--- config.mk ---
export PLATFORM = sky130hd
export DESIGN_NAME = wheel_slip_hysteresis_detector_core
export DESIGN_NICKNAME = d
export VERILOG_FILES = /design/src/rtl/wshd_pkg.sv /design/src/rtl/wheel_slip_hysteresis_detector_core.sv /design/src/rtl/wshd_div.sv /design/src/rtl/wshd_datapath.sv /design/src/rtl/wshd_ctrl.sv
export VERILOG_INCLUDE_DIRS = /design/src /design/src/rtl
export SDC_FILE = /design/constraint.sdc
export NUM_CORES = 2
export LEC_CHECK = 0
export BUFFER_PORTS_ARGS = -buffer_cell sky130_fd_sc_hd__buf_2
export CAP_MARGIN = 20
export CORE_ASPECT_RATIO = 0.9
export CORE_MARGIN = 2
export CORE_UTILIZATION = 65
export DETAILED_ROUTE_END_ITERATION = 12
export PLACE_DENSITY = 0.83
export SLEW_MARGIN = 30
export SYNTH_ARGS = -nofsm -noshare
export SYNTH_HDL_FRONTEND = slang
export SYNTH_SLANG_ARGS = --single-unit
export TNS_END_PERCENT = 50
--- constraint.sdc ---
create_clock -name i_clk -period 9.3 [get_ports i_clk]
set_input_delay 1.395 -clock i_clk [delete_from_list [all_inputs] [get_ports i_clk]]
set_output_delay 1.395 -clock i_clk [all_outputs]
set_load 0.03 [all_outputs]
--- src/rtl/wheel_slip_hysteresis_detector_core_macros.svh ---
// assertion macros used by the wheel slip detector datapath
`ifndef WHEEL_SLIP_HYSTERESIS_DETECTOR_CORE_MACROS_SVH
`define WHEEL_SLIP_HYSTERESIS_DETECTOR_CORE_MACROS_SVH

// consequent must hold in the same cycle as the antecedent
`define WSHD_ASSERT_NOW(label, clk, rst_n, ante, cons) \
    label: assert property (@(posedge clk) disable iff (!(rst_n)) (ante) |-> (cons)) \
        else $error("wshd assertion failed");

// consequent must hold in the cycle after the antecedent
`define WSHD_ASSERT_NEXT(label, clk, rst_n, ante, cons) \
    label: assert property (@(posedge clk) disable iff (!(rst_n)) (ante) |=> (cons)) \
        else $error("wshd assertion failed");

`endif

--- src/rtl/wshd_pkg.sv ---
// shared constants, register indexes and control structs of the wheel slip detector
package wshd_pkg;

    localparam int RATE_BITS  = 16;
    localparam int TIME_BITS  = 24;
    localparam int THR_W      = 16;
    localparam int DT_W       = 16;
    localparam int SCORE_W    = 16;
    localparam int Q_W        = 16;
    localparam int DEN_W      = TIME_BITS + 1;
    localparam int PROD_W     = SCORE_W + DT_W;
    localparam int NUM_W      = PROD_W + 1;
    localparam int CNT_W      = 5;
    localparam int CFG_IDX_W  = 3;
    localparam int CFG_DATA_W = 24;
    localparam int IN_DATA_W  = 2 * RATE_BITS + DT_W;
    localparam int OUT_DATA_W = 24;

    localparam logic [SCORE_W-1:0] SCORE_ONE  = 16'h8000;
    localparam logic [CNT_W-1:0]   DIV1_STEPS = 5'd15;
    localparam logic [CNT_W-1:0]   DIV2_STEPS = 5'd16;

    typedef enum logic [CFG_IDX_W-1:0] {
        CFG_ENTER_THR  = 3'd0,
        CFG_EXIT_THR   = 3'd1,
        CFG_ENTER_HOLD = 3'd2,
        CFG_EXIT_HOLD  = 3'd3,
        CFG_TAU        = 3'd4
    } t_cfg_idx;

    typedef enum logic {
        OP_UPDATE = 1'b0,
        OP_CLEAR  = 1'b1
    } t_opcode;

    typedef struct packed {
        logic capture;
        logic clear_state;
        logic reject;
        logic div1_load;
        logic div_step;
        logic calc_raw;
        logic calc_mul;
        logic div2_load;
        logic update;
        logic out_load;
    } t_cmd;

    typedef struct packed {
        logic is_clear;
        logic cfg_ok;
        logic div_last;
        logic out_free;
    } t_status;

endpackage

--- src/rtl/wheel_slip_hysteresis_detector_core.sv ---
// top level of the wheel slip detector with hysteresis and hold times
//
// channel  | direction | handshake                      | payload
// ---------+-----------+--------------------------------+------------------------------------
// s_axis   | in        | s_axis_tvalid / s_axis_tready  | tdata wheel, gyro, step; tuser op
// m_axis   | out       | m_axis_tvalid / m_axis_tready  | tdata slipping, score; tuser accepted
// cfg      | in        | i_cfg_valid / o_cfg_ready      | i_cfg_index, i_cfg_data
//
// from accept to the next accept, an update request runs a 15 step
// division for the raw score and a 16 step division for the filter step, which share
// one shift-subtract divider, plus capture, multiply and update cycles
// clear requests and rejected updates go from the check state straight to the done state
// one request is in flight at a time; a finished result waits in the output
// register, and a new request is taken while it waits
// synchronous active-low reset clears config, score, flag and timers
// config is always ready; the user must write it only while the block is idle, not enforced
module wheel_slip_hysteresis_detector_core (
    input  logic                              i_clk,
    input  logic                              i_rst_n,
    // slave side: tdata = wheel_rate[15:0], gyro_rate[31:16], time_step[47:32]
    input  logic                              s_axis_tvalid,
    output logic                              s_axis_tready,
    input  logic [wshd_pkg::IN_DATA_W-1:0]    s_axis_tdata,
    // tuser = opcode[0]
    input  logic                              s_axis_tuser,
    // master side: tdata = slipping[0], filt_score[16:1], zero fill [23:17]
    output logic                              m_axis_tvalid,
    input  logic                              m_axis_tready,
    output logic [wshd_pkg::OUT_DATA_W-1:0]   m_axis_tdata,
    // tuser = accepted[0]
    output logic                              m_axis_tuser,
    // config write channel
    input  logic                              i_cfg_valid,
    output logic                              o_cfg_ready,
    input  logic [wshd_pkg::CFG_IDX_W-1:0]    i_cfg_index,
    input  logic [wshd_pkg::CFG_DATA_W-1:0]   i_cfg_data
);

    wshd_pkg::t_cmd    w_cmd;
    wshd_pkg::t_status w_status;

    // registers take a write in any cycle
    assign o_cfg_ready = 1'b1;

    wshd_ctrl u_ctrl (
        .i_clk      (i_clk),
        .i_rst_n    (i_rst_n),
        .i_in_valid (s_axis_tvalid),
        .o_in_ready (s_axis_tready),
        .i_status   (w_status),
        .o_cmd      (w_cmd)
    );

    wshd_datapath u_datapath (
        .i_clk       (i_clk),
        .i_rst_n     (i_rst_n),
        .i_cmd       (w_cmd),
        .o_status    (w_status),
        .i_in_data   (s_axis_tdata),
        .i_in_user   (s_axis_tuser),
        .i_cfg_valid (i_cfg_valid && o_cfg_ready),
        .i_cfg_index (i_cfg_index),
        .i_cfg_data  (i_cfg_data),
        .i_out_ready (m_axis_tready),
        .o_out_valid (m_axis_tvalid),
        .o_out_data  (m_axis_tdata),
        .o_out_user  (m_axis_tuser)
    );

endmodule

--- src/rtl/wshd_div.sv ---
// shared restoring shift-subtract divider, one quotient bit per cycle while i_step is high
module wshd_div (
    input  logic                          i_clk,
    input  logic                          i_rst_n,
    input  logic                          i_load,
    input  logic                          i_step,
    input  logic [wshd_pkg::DEN_W-1:0]    i_divisor,
    input  logic [wshd_pkg::DEN_W-1:0]    i_rem,
    input  logic [wshd_pkg::Q_W-1:0]      i_bits,
    input  logic [wshd_pkg::CNT_W-1:0]    i_steps,
    output logic [wshd_pkg::Q_W-1:0]      o_quot,
    output logic                          o_last
);

    logic [wshd_pkg::DEN_W-1:0] r_rem;
    logic [wshd_pkg::DEN_W-1:0] r_div;
    logic [wshd_pkg::Q_W-1:0]   r_bits;
    logic [wshd_pkg::Q_W-1:0]   r_quot;
    logic [wshd_pkg::CNT_W-1:0] r_cnt;

    logic [wshd_pkg::DEN_W:0]   w_trial;
    logic [wshd_pkg::DEN_W:0]   w_diff;
    logic                       w_ge;

    // partial remainder with the next dividend bit shifted in
    assign w_trial = {r_rem, r_bits[wshd_pkg::Q_W-1]};
    assign w_ge    = (w_trial >= {1'b0, r_div});
    assign w_diff  = w_trial - {1'b0, r_div};

    always_ff @(posedge i_clk) begin
        if (!i_rst_n) begin
            r_cnt <= '0;
        end else if (i_load) begin
            r_cnt <= i_steps;
        end else if (i_step) begin
            r_cnt <= r_cnt - 1'b1;
        end
    end

    always_ff @(posedge i_clk) begin
        if (i_load) begin
            r_rem  <= i_rem;
            r_div  <= i_divisor;
            r_bits <= i_bits;
            r_quot <= '0;
        end else if (i_step) begin
            r_rem  <= w_ge ? w_diff[wshd_pkg::DEN_W-1:0] : w_trial[wshd_pkg::DEN_W-1:0];
            r_bits <= {r_bits[wshd_pkg::Q_W-2:0], 1'b0};
            r_quot <= {r_quot[wshd_pkg::Q_W-2:0], w_ge};
        end
    end

    assign o_quot = r_quot;
    assign o_last = (r_cnt == wshd_pkg::CNT_W'(1));

endmodule

--- src/rtl/wshd_datapath.sv ---
// datapath: config registers, score filter, hold timers, slip flag and output register
`include "wheel_slip_hysteresis_detector_core_macros.svh"

module wshd_datapath (
    input  logic                              i_clk,
    input  logic                              i_rst_n,
    input  wshd_pkg::t_cmd                    i_cmd,
    output wshd_pkg::t_status                 o_status,
    input  logic [wshd_pkg::IN_DATA_W-1:0]    i_in_data,
    input  logic                              i_in_user,
    input  logic                              i_cfg_valid,
    input  logic [wshd_pkg::CFG_IDX_W-1:0]    i_cfg_index,
    input  logic [wshd_pkg::CFG_DATA_W-1:0]   i_cfg_data,
    input  logic                              i_out_ready,
    output logic                              o_out_valid,
    output logic [wshd_pkg::OUT_DATA_W-1:0]   o_out_data,
    output logic                              o_out_user
);

    // configuration
    logic [wshd_pkg::THR_W-1:0]     r_enter_thr;
    logic [wshd_pkg::THR_W-1:0]     r_exit_thr;
    logic [wshd_pkg::TIME_BITS-1:0] r_enter_hold;
    logic [wshd_pkg::TIME_BITS-1:0] r_exit_hold;
    logic [wshd_pkg::TIME_BITS-1:0] r_tau;

    // state
    logic [wshd_pkg::SCORE_W-1:0]   r_score;
    logic                           r_slip;
    logic [wshd_pkg::TIME_BITS-1:0] r_enter_t;
    logic [wshd_pkg::TIME_BITS-1:0] r_exit_t;

    // captured request and intermediates
    logic                           r_opcode;
    logic [wshd_pkg::RATE_BITS-1:0] r_err;
    logic [wshd_pkg::DT_W-1:0]      r_dt;
    logic [wshd_pkg::SCORE_W-1:0]   r_mag;
    logic                           r_up;
    logic [wshd_pkg::PROD_W-1:0]    r_prod;
    logic [wshd_pkg::DEN_W-1:0]     r_den;
    logic                           r_acc;

    // output register
    logic                            r_out_valid;
    logic [wshd_pkg::OUT_DATA_W-1:0] r_out_data;
    logic                            r_out_user;

    logic signed [wshd_pkg::RATE_BITS:0] w_diff;
    logic [wshd_pkg::RATE_BITS-1:0]      w_err;
    logic [wshd_pkg::SCORE_W-1:0]        w_raw;
    logic [wshd_pkg::NUM_W-1:0]          w_sum;
    logic [wshd_pkg::Q_W-1:0]            w_quot;
    logic                                w_div_last;
    logic [wshd_pkg::SCORE_W-1:0]        w_m;
    logic [wshd_pkg::TIME_BITS:0]        w_ent_sum;
    logic [wshd_pkg::TIME_BITS:0]        w_ext_sum;
    logic [wshd_pkg::TIME_BITS-1:0]      w_ent_sat;
    logic [wshd_pkg::TIME_BITS-1:0]      w_ext_sat;
    logic                                n_slip;
    logic [wshd_pkg::TIME_BITS-1:0]      n_enter_t;
    logic [wshd_pkg::TIME_BITS-1:0]      n_exit_t;

    // absolute rate difference, sign extended by one bit
    assign w_diff =
        $signed({i_in_data[wshd_pkg::RATE_BITS-1], i_in_data[wshd_pkg::RATE_BITS-1:0]})
      - $signed({i_in_data[2*wshd_pkg::RATE_BITS-1],
                 i_in_data[2*wshd_pkg::RATE_BITS-1:wshd_pkg::RATE_BITS]});
    assign w_err = w_diff[wshd_pkg::RATE_BITS]
                 ? wshd_pkg::RATE_BITS'(-w_diff)
                 : w_diff[wshd_pkg::RATE_BITS-1:0];

    always_ff @(posedge i_clk) begin
        if (!i_rst_n) begin
            r_enter_thr  <= '0;
            r_exit_thr   <= '0;
            r_enter_hold <= '0;
            r_exit_hold  <= '0;
            r_tau        <= '0;
        end else if (i_cfg_valid) begin
            unique case (i_cfg_index)
                wshd_pkg::CFG_ENTER_THR:  r_enter_thr  <= i_cfg_data[wshd_pkg::THR_W-1:0];
                wshd_pkg::CFG_EXIT_THR:   r_exit_thr   <= i_cfg_data[wshd_pkg::THR_W-1:0];
                wshd_pkg::CFG_ENTER_HOLD: r_enter_hold <= i_cfg_data[wshd_pkg::TIME_BITS-1:0];
                wshd_pkg::CFG_EXIT_HOLD:  r_exit_hold  <= i_cfg_data[wshd_pkg::TIME_BITS-1:0];
                wshd_pkg::CFG_TAU:        r_tau        <= i_cfg_data[wshd_pkg::TIME_BITS-1:0];
                default: ;
            endcase
        end
    end

    // numerator of the filter step with round half up, then split for the divider
    assign w_sum = {1'b0, r_prod} + wshd_pkg::NUM_W'(r_den >> 1);

    wshd_div u_div (
        .i_clk     (i_clk),
        .i_rst_n   (i_rst_n),
        .i_load    (i_cmd.div1_load || i_cmd.div2_load),
        .i_step    (i_cmd.div_step),
        .i_divisor (i_cmd.div2_load ? r_den : wshd_pkg::DEN_W'(r_enter_thr)),
        .i_rem     (i_cmd.div2_load ? wshd_pkg::DEN_W'(w_sum[wshd_pkg::NUM_W-1:wshd_pkg::Q_W])
                                    : wshd_pkg::DEN_W'(r_err)),
        .i_bits    (i_cmd.div2_load ? w_sum[wshd_pkg::Q_W-1:0] : '0),
        .i_steps   (i_cmd.div2_load ? wshd_pkg::DIV2_STEPS : wshd_pkg::DIV1_STEPS),
        .o_quot    (w_quot),
        .o_last    (w_div_last)
    );

    // raw score saturates at one once the error reaches the enter threshold
    assign w_raw = (r_err >= r_enter_thr) ? wshd_pkg::SCORE_ONE
                                          : {1'b0, w_quot[wshd_pkg::Q_W-2:0]};
    assign w_m   = (w_quot > r_mag) ? r_mag : w_quot;

    assign w_ent_sum = {1'b0, r_enter_t} + wshd_pkg::TIME_BITS'(r_dt);
    assign w_ext_sum = {1'b0, r_exit_t} + wshd_pkg::TIME_BITS'(r_dt);
    assign w_ent_sat = w_ent_sum[wshd_pkg::TIME_BITS] ? '1 : w_ent_sum[wshd_pkg::TIME_BITS-1:0];
    assign w_ext_sat = w_ext_sum[wshd_pkg::TIME_BITS] ? '1 : w_ext_sum[wshd_pkg::TIME_BITS-1:0];

    // hysteresis with hold timers
    always_comb begin
        n_slip    = r_slip;
        n_enter_t = r_enter_t;
        n_exit_t  = r_exit_t;
        if (!r_slip) begin
            n_exit_t = '0;
            if (r_err >= r_enter_thr) begin
                n_enter_t = w_ent_sat;
                if (w_ent_sat >= r_enter_hold) begin
                    n_slip    = 1'b1;
                    n_enter_t = '0;
                end
            end else begin
                n_enter_t = '0;
            end
        end else begin
            n_enter_t = '0;
            if (r_err <= r_exit_thr) begin
                n_exit_t = w_ext_sat;
                if (w_ext_sat >= r_exit_hold) begin
                    n_slip   = 1'b0;
                    n_exit_t = '0;
                end
            end else begin
                n_exit_t = '0;
            end
        end
    end

    always_ff @(posedge i_clk) begin
        if (!i_rst_n) begin
            r_score   <= '0;
            r_slip    <= 1'b0;
            r_enter_t <= '0;
            r_exit_t  <= '0;
        end else if (i_cmd.clear_state) begin
            r_score   <= '0;
            r_slip    <= 1'b0;
            r_enter_t <= '0;
            r_exit_t  <= '0;
        end else if (i_cmd.update) begin
            r_score   <= r_up ? r_score + w_m : r_score - w_m;
            r_slip    <= n_slip;
            r_enter_t <= n_enter_t;
            r_exit_t  <= n_exit_t;
        end
    end

    always_ff @(posedge i_clk) begin
        if (i_cmd.capture) begin
            r_opcode <= i_in_user;
            r_err    <= w_err;
            r_dt     <= i_in_data[wshd_pkg::IN_DATA_W-1:2*wshd_pkg::RATE_BITS];
        end
        if (i_cmd.calc_raw) begin
            r_up  <= (w_raw >= r_score);
            r_mag <= (w_raw >= r_score) ? w_raw - r_score : r_score - w_raw;
        end
        if (i_cmd.calc_mul) begin
            r_prod <= r_mag * r_dt;
            r_den  <= wshd_pkg::DEN_W'(r_tau) + wshd_pkg::DEN_W'(r_dt);
        end
        if (i_cmd.clear_state || i_cmd.update) begin
            r_acc <= 1'b1;
        end else if (i_cmd.reject) begin
            r_acc <= 1'b0;
        end
    end

    always_ff @(posedge i_clk) begin
        if (!i_rst_n) begin
            r_out_valid <= 1'b0;
        end else if (i_cmd.out_load) begin
            r_out_valid <= 1'b1;
        end else if (i_out_ready) begin
            r_out_valid <= 1'b0;
        end
    end

    always_ff @(posedge i_clk) begin
        if (i_cmd.out_load) begin
            r_out_data <= wshd_pkg::OUT_DATA_W'({r_score, r_slip});
            r_out_user <= r_acc;
        end
    end

    assign o_status.is_clear = (r_opcode == wshd_pkg::OP_CLEAR);
    assign o_status.cfg_ok   = (r_enter_thr != '0) && (r_exit_thr < r_enter_thr)
                            && (r_dt != '0);
    assign o_status.div_last = w_div_last;
    assign o_status.out_free = !r_out_valid || i_out_ready;

    assign o_out_valid = r_out_valid;
    assign o_out_data  = r_out_data;
    assign o_out_user  = r_out_user;

    `WSHD_ASSERT_NOW(a_score_range, i_clk, i_rst_n, 1'b1, r_score <= wshd_pkg::SCORE_ONE)
    `WSHD_ASSERT_NEXT(a_clear_zeroes, i_clk, i_rst_n, i_cmd.clear_state, (r_score == '0) && !r_slip && (r_enter_t == '0) && (r_exit_t == '0))
    `WSHD_ASSERT_NEXT(a_reject_holds, i_clk, i_rst_n, i_cmd.reject, $stable(r_score) && $stable(r_slip) && !r_acc)
    `WSHD_ASSERT_NOW(a_load_when_free, i_clk, i_rst_n, i_cmd.out_load, !r_out_valid || i_out_ready)

endmodule

--- src/rtl/wshd_ctrl.sv ---
// controller state machine sequencing capture, two divisions, multiply and update
module wshd_ctrl (
    input  logic              i_clk,
    input  logic              i_rst_n,
    input  logic              i_in_valid,
    output logic              o_in_ready,
    input  wshd_pkg::t_status i_status,
    output wshd_pkg::t_cmd    o_cmd
);

    typedef enum logic [8:0] {
        S_IDLE  = 9'b000000001,
        S_CHECK = 9'b000000010,
        S_DIV1  = 9'b000000100,
        S_RAW   = 9'b000001000,
        S_MUL   = 9'b000010000,
        S_LOAD2 = 9'b000100000,
        S_DIV2  = 9'b001000000,
        S_UPD   = 9'b010000000,
        S_DONE  = 9'b100000000
    } t_state;

    t_state r_state;
    t_state n_state;

    always_ff @(posedge i_clk) begin
        if (!i_rst_n) begin
            r_state <= S_IDLE;
        end else begin
            r_state <= n_state;
        end
    end

    always_comb begin
        n_state    = r_state;
        o_cmd      = '0;
        o_in_ready = 1'b0;
        unique case (r_state)
            S_IDLE: begin
                o_in_ready = 1'b1;
                if (i_in_valid) begin
                    o_cmd.capture = 1'b1;
                    n_state       = S_CHECK;
                end
            end
            S_CHECK: begin
                if (i_status.is_clear) begin
                    o_cmd.clear_state = 1'b1;
                    n_state           = S_DONE;
                end else if (!i_status.cfg_ok) begin
                    o_cmd.reject = 1'b1;
                    n_state      = S_DONE;
                end else begin
                    o_cmd.div1_load = 1'b1;
                    n_state         = S_DIV1;
                end
            end
            S_DIV1: begin
                o_cmd.div_step = 1'b1;
                if (i_status.div_last) begin
                    n_state = S_RAW;
                end
            end
            S_RAW: begin
                o_cmd.calc_raw = 1'b1;
                n_state        = S_MUL;
            end
            S_MUL: begin
                o_cmd.calc_mul = 1'b1;
                n_state        = S_LOAD2;
            end
            S_LOAD2: begin
                o_cmd.div2_load = 1'b1;
                n_state         = S_DIV2;
            end
            S_DIV2: begin
                o_cmd.div_step = 1'b1;
                if (i_status.div_last) begin
                    n_state = S_UPD;
                end
            end
            S_UPD: begin
                o_cmd.update = 1'b1;
                n_state      = S_DONE;
            end
            S_DONE: begin
                if (i_status.out_free) begin
                    o_cmd.out_load = 1'b1;
                    n_state        = S_IDLE;
                end
            end
            default: begin
                n_state = S_IDLE;
            end
        endcase
    end

endmodule
==> flow_summary.ini <==
[cells_and_area]
antennaDiodeCount = 0
area_growth_pct = 6.97
fill_cells = 4066
final_area_mm2 = 0.0371
multi_input_area_mm2 = 0.0227
drive_above_1_share_pct = 6.33
fin_nets = 4610
final_cells = 4679
area.sequential_mm2 = 0.00976

[synth]
synth.area.top_cells = edfxtp_1 17%, ha_1 14%, fa_1 12%
synth_cell_types = 89
synth_top_area_share_pct = 16.5
syn-instance-count = 3929
yosysTopAreaCell = edfxtp_1
synthArstFlopShare_pct = 0
synth_compound_gate_area_share_pct = 16.6
syn_area_per_cell_um2 = 8.83
yosysSeqAreaShare_pct = 28.1
yosysWarnings = 0
syn_area_mm2 = 0.0347
synthAdderAreaFrac_pct = 25.3
synth_mux_area_share_pct = 0.970
synth-xor-area-share_pct = 4.64
synth_top_family_by_area = adder cells
ys_seq_elements = 392
synthSimpleGateAreaFrac_pct = 17.4
ys.flop_type = dfxtp_1
synth_edf_count = 191

[floorplanning]
rows = 80
die_area_mm2 = 0.0552
die_h_um = 223
core_mm2 = 0.0529
fp.dieW_um = 248
ios = 109
initial_core_util_pct = 65.7

[power_and_ir_drop]
p_per_area_mw_per_mm2 = 304
internal-power_uw = 6380
switching_power_uw = 4900
vdd_drop_max_uv = 680
seq_power_share_pct = 20.6
comb_power_share_pct = 64.0
sw_frac_of_total_pct = 43.5
power.leakage_uw = 0.0166
p_clk_share_pct = 15.5

[clock_network]
cts_tree = done
root_buffer = clkbuf_16
cts_sinks = 392
cts_resized = 0
cts_buffer_depth = 3
holdBufCountCts = 0
cts_setup_buffers = 0
cts_buffers = 43
htreeDepth = 2
clk_latency_ns = 0.60
path_clk_slew_ns = 0.07

[setup_path]
path_buf_inv = 3
rr_startpoint = u_datapath.r_dt[8]$_DFFE_PP_
crit_family = adder cells
crit_cells = 20
cp-end-kind = register
crit_top_cell = fa_1
cp_slowest_stage_delay_ns = 0.98
crit_type = register to register
slowest_stage = edfxtp_1
worstRegToRegCells = 20
worstPathRequired_ns = 9.64
r2r_end = u_datapath.r_prod[30]$_DFFE_PP_
arrival_ns = 7.23
worstSetupStartpointType = register
cp_max_fo = 20
cp_cell_sequence = nand2_1 -> fa_1 -> fa_1 -> inv_1 -> fa_1 -> fa_1 -> fa_1 -> inv_1 -> fa_1 -> inv_1 -> ha_1 -> a21o_1 -> a21o_1 -> a211oi_1 -> o21ai_0 -> a41o_1 -> o21ba_2 -> a211o_1 -> a21oi_1 -> xnor2_1
rrSetupSlack_ns = 2.41

[drt]
vias_per_cell = 6.16
drtAntennaViolNets = 0
drtIter0Drc = 2763
drc = 0
vias = 28800
wl_per_cell_um = 20.4
drt_pass1_iterations = 8
wl_um = 95200

[min_path]
holdCritPathClass = register to register
min_path_cells = 0
hold_end = u_datapath.o_out_user$_DFFE_PP_
hold_start = u_datapath.r_acc$_SDFFE_PP1P_

[sta]
fmax_mhz = 145
min_period_ns = 6.89
hold_viol_final = 0
fin_skew_ns = 0.0208
rsz0062_at_grt = false
tightest_slew_ns = 1.08
fin_hold_ws_ns = 0.462
slew_violations = 0
finalSetupViolations = 0
min_period_over_period_pct = 74.1
slew_headroom_pct = 28.0
setup_tns_ns = 0
fin_ws_ns = 2.41

[global_routing]
overflow = 0
track_usage_pct = 34.7
grt_max_degree = 120
antenna_found_initial = 4
grt_pass1_wl_um = 150000
grt_pass1_vias = 27500

[placed_design]
dp_cells = 4598
place_congestion = 0.942
post-place-ws_ns = 2.47
dp_hpwl_um = 71200
place_area_mm2 = 0.0357
io_buffers = 100

[job]
maxCapViolations = 0

[status]
status = completed
==> final cells by class <==
cell class	count	area share, %
multi-input combinational	2934	61.1
timing repair buffer	121	1.82
inverter	456	4.61
clock buffer	60	3.30
sequential	392	26.3
clock inverter	19	0.499
tap	697	2.35
==> metal layers <==
metal  vias up  GRT usage [%]  wire [um]
met3       250           8.94      10500
li1      13500              -          -
met1     13600           48.8      40100
met2      1461           51.9      40600
met5         -              0         54
met4         8           12.6       3930
==> worst max path at each step <==
| stage | startpoint | end | slack, ns |
|---|---|---|---|
| 5_1_grt | u_datapath.r_dt[8]$_DFFE_PP_ | u_datapath.r_prod[30]$_DFFE_PP_ | 2.15 |
| 3_5_place_dp | u_datapath.r_dt[3]$_DFFE_PP_ | u_datapath.r_prod[31]$_DFFE_PP_ | 2.47 |
| 6_report | u_datapath.r_dt[8]$_DFFE_PP_ | u_datapath.r_prod[30]$_DFFE_PP_ | 2.41 |
| 2_1_floorplan | u_ctrl.r_state[2]$_SDFFE_PN0P_ | u_ctrl.r_state[5]$_SDFFE_PN0P_ | 1.76 |
| 4_1_cts | u_datapath.r_dt[3]$_DFFE_PP_ | u_datapath.r_prod[30]$_DFFE_PP_ | 2.47 |
| 3_3_place_gp | u_datapath.r_dt[5]$_DFFE_PP_ | u_datapath.r_prod[30]$_DFFE_PP_ | 2.60 |
==> metrics by stage <==
stage	total power, uW	utilization [%]
after floorplan	7880	-
after global placement	9120	67.4
after detailed placement	9340	67.5
after CTS	11200	70.1
after global routing	12300	70.2
final	11300	70.2
==> cells in the final DEF (no fill, tap or decap), types with 100 or more instances in the layout <==
master,Yosys,layout
a21boi_0,115,115
a21oi_1,200,200
and2_1,155,154
buf_2,11,100
dfxtp_1,201,201
edfxtp_1,191,191
fa_1,203,203
ha_1,378,378
inv_1,454,454
nand2_1,588,586
nor2_1,137,135
o21ai_0,165,165
xnor2_1,123,123
==> kinds of logic (layout without fill, tap and decap cells) <==
kind of cell               after synthesis  count (layout)
DFF                                    392             392
AOI/OAI and AO/OA                      873             873
and+or+nand+nor                       1255            1255
adders and majority gates              581             581
muxes                                   33              33
buffers and inverters                  609             656
other                                    2               8
xor gates and xnor gates               184             184
==> Yosys cell counts (21+ instances only) <==
cell type	number
edfxtp_1	191
a31oi_1	40
fa_1	203
and3_1	30
xnor2_1	123
inv_1	454
a21boi_0	115
ha_1	378
clkbuf_1	126
and2_1	155
o211ai_1	24
nand4_1	33
xor2_1	61
a211oi_1	24
nor4_1	30
o21a_1	35
nand3_1	71
nand2_1	588
a22o_1	34
o21ai_0	165
dfxtp_1	201
o21bai_1	21
a21oi_1	200
nand2b_1	27
o31ai_1	21
a21o_1	89
nor2b_1	36
nor3_1	49
or3_1	22
nor2_1	137
mux2i_1	28
==> worst register-to-register path: stages, from the launching register on <==
cell	delay, ns
edfxtp_1	0.98
nand2_1	0.20
fa_1	0.54
fa_1	0.53
inv_1	0.05
fa_1	0.46
fa_1	0.53
fa_1	0.60
inv_1	0.08
fa_1	0.54
inv_1	0.04
ha_1	0.36
a21o_1	0.18
a21o_1	0.17
a211oi_1	0.28
o21ai_0	0.11
a41o_1	0.23
o21ba_2	0.24
a211o_1	0.25
a21oi_1	0.18
xnor2_1	0.09
==> power by group through the flow <==
stage / clock network (uW) / logic [uW] / registers (uW)
floorplan: 0 / 5560 / 2320
global placement: 0 / 6760 / 2350
detailed placement: 0 / 6980 / 2350
CTS: 1750 / 7130 / 2320
global route: 1820 / 8150 / 2320
finish: 1740 / 7210 / 2320
==> sequential cells by signal (all words and copies together), names as in the netlist, 5 cells and up <==
register and flops:
u_datapath.r_enter_t 24, u_datapath.u_div.r_cnt 5, u_datapath.u_div.r_bits 16, u_datapath.u_div.o_quot 16, u_datapath.r_tau 24, u_datapath.r_err 16
u_datapath.r_dt 16, u_datapath.r_mag 16, u_datapath.r_exit_hold 24, u_datapath.u_div.r_div 25, u_datapath.r_den 25, u_ctrl.r_state 9
u_datapath.r_exit_t 24, u_datapath.r_prod 32, u_datapath.r_exit_thr 16, u_datapath.r_enter_thr 16, u_datapath.u_div.r_rem 25, u_datapath.o_out_data 17
u_datapath.r_enter_hold 24, u_datapath.r_score 16
Note: power is estimated with default switching activity, not from simulation.
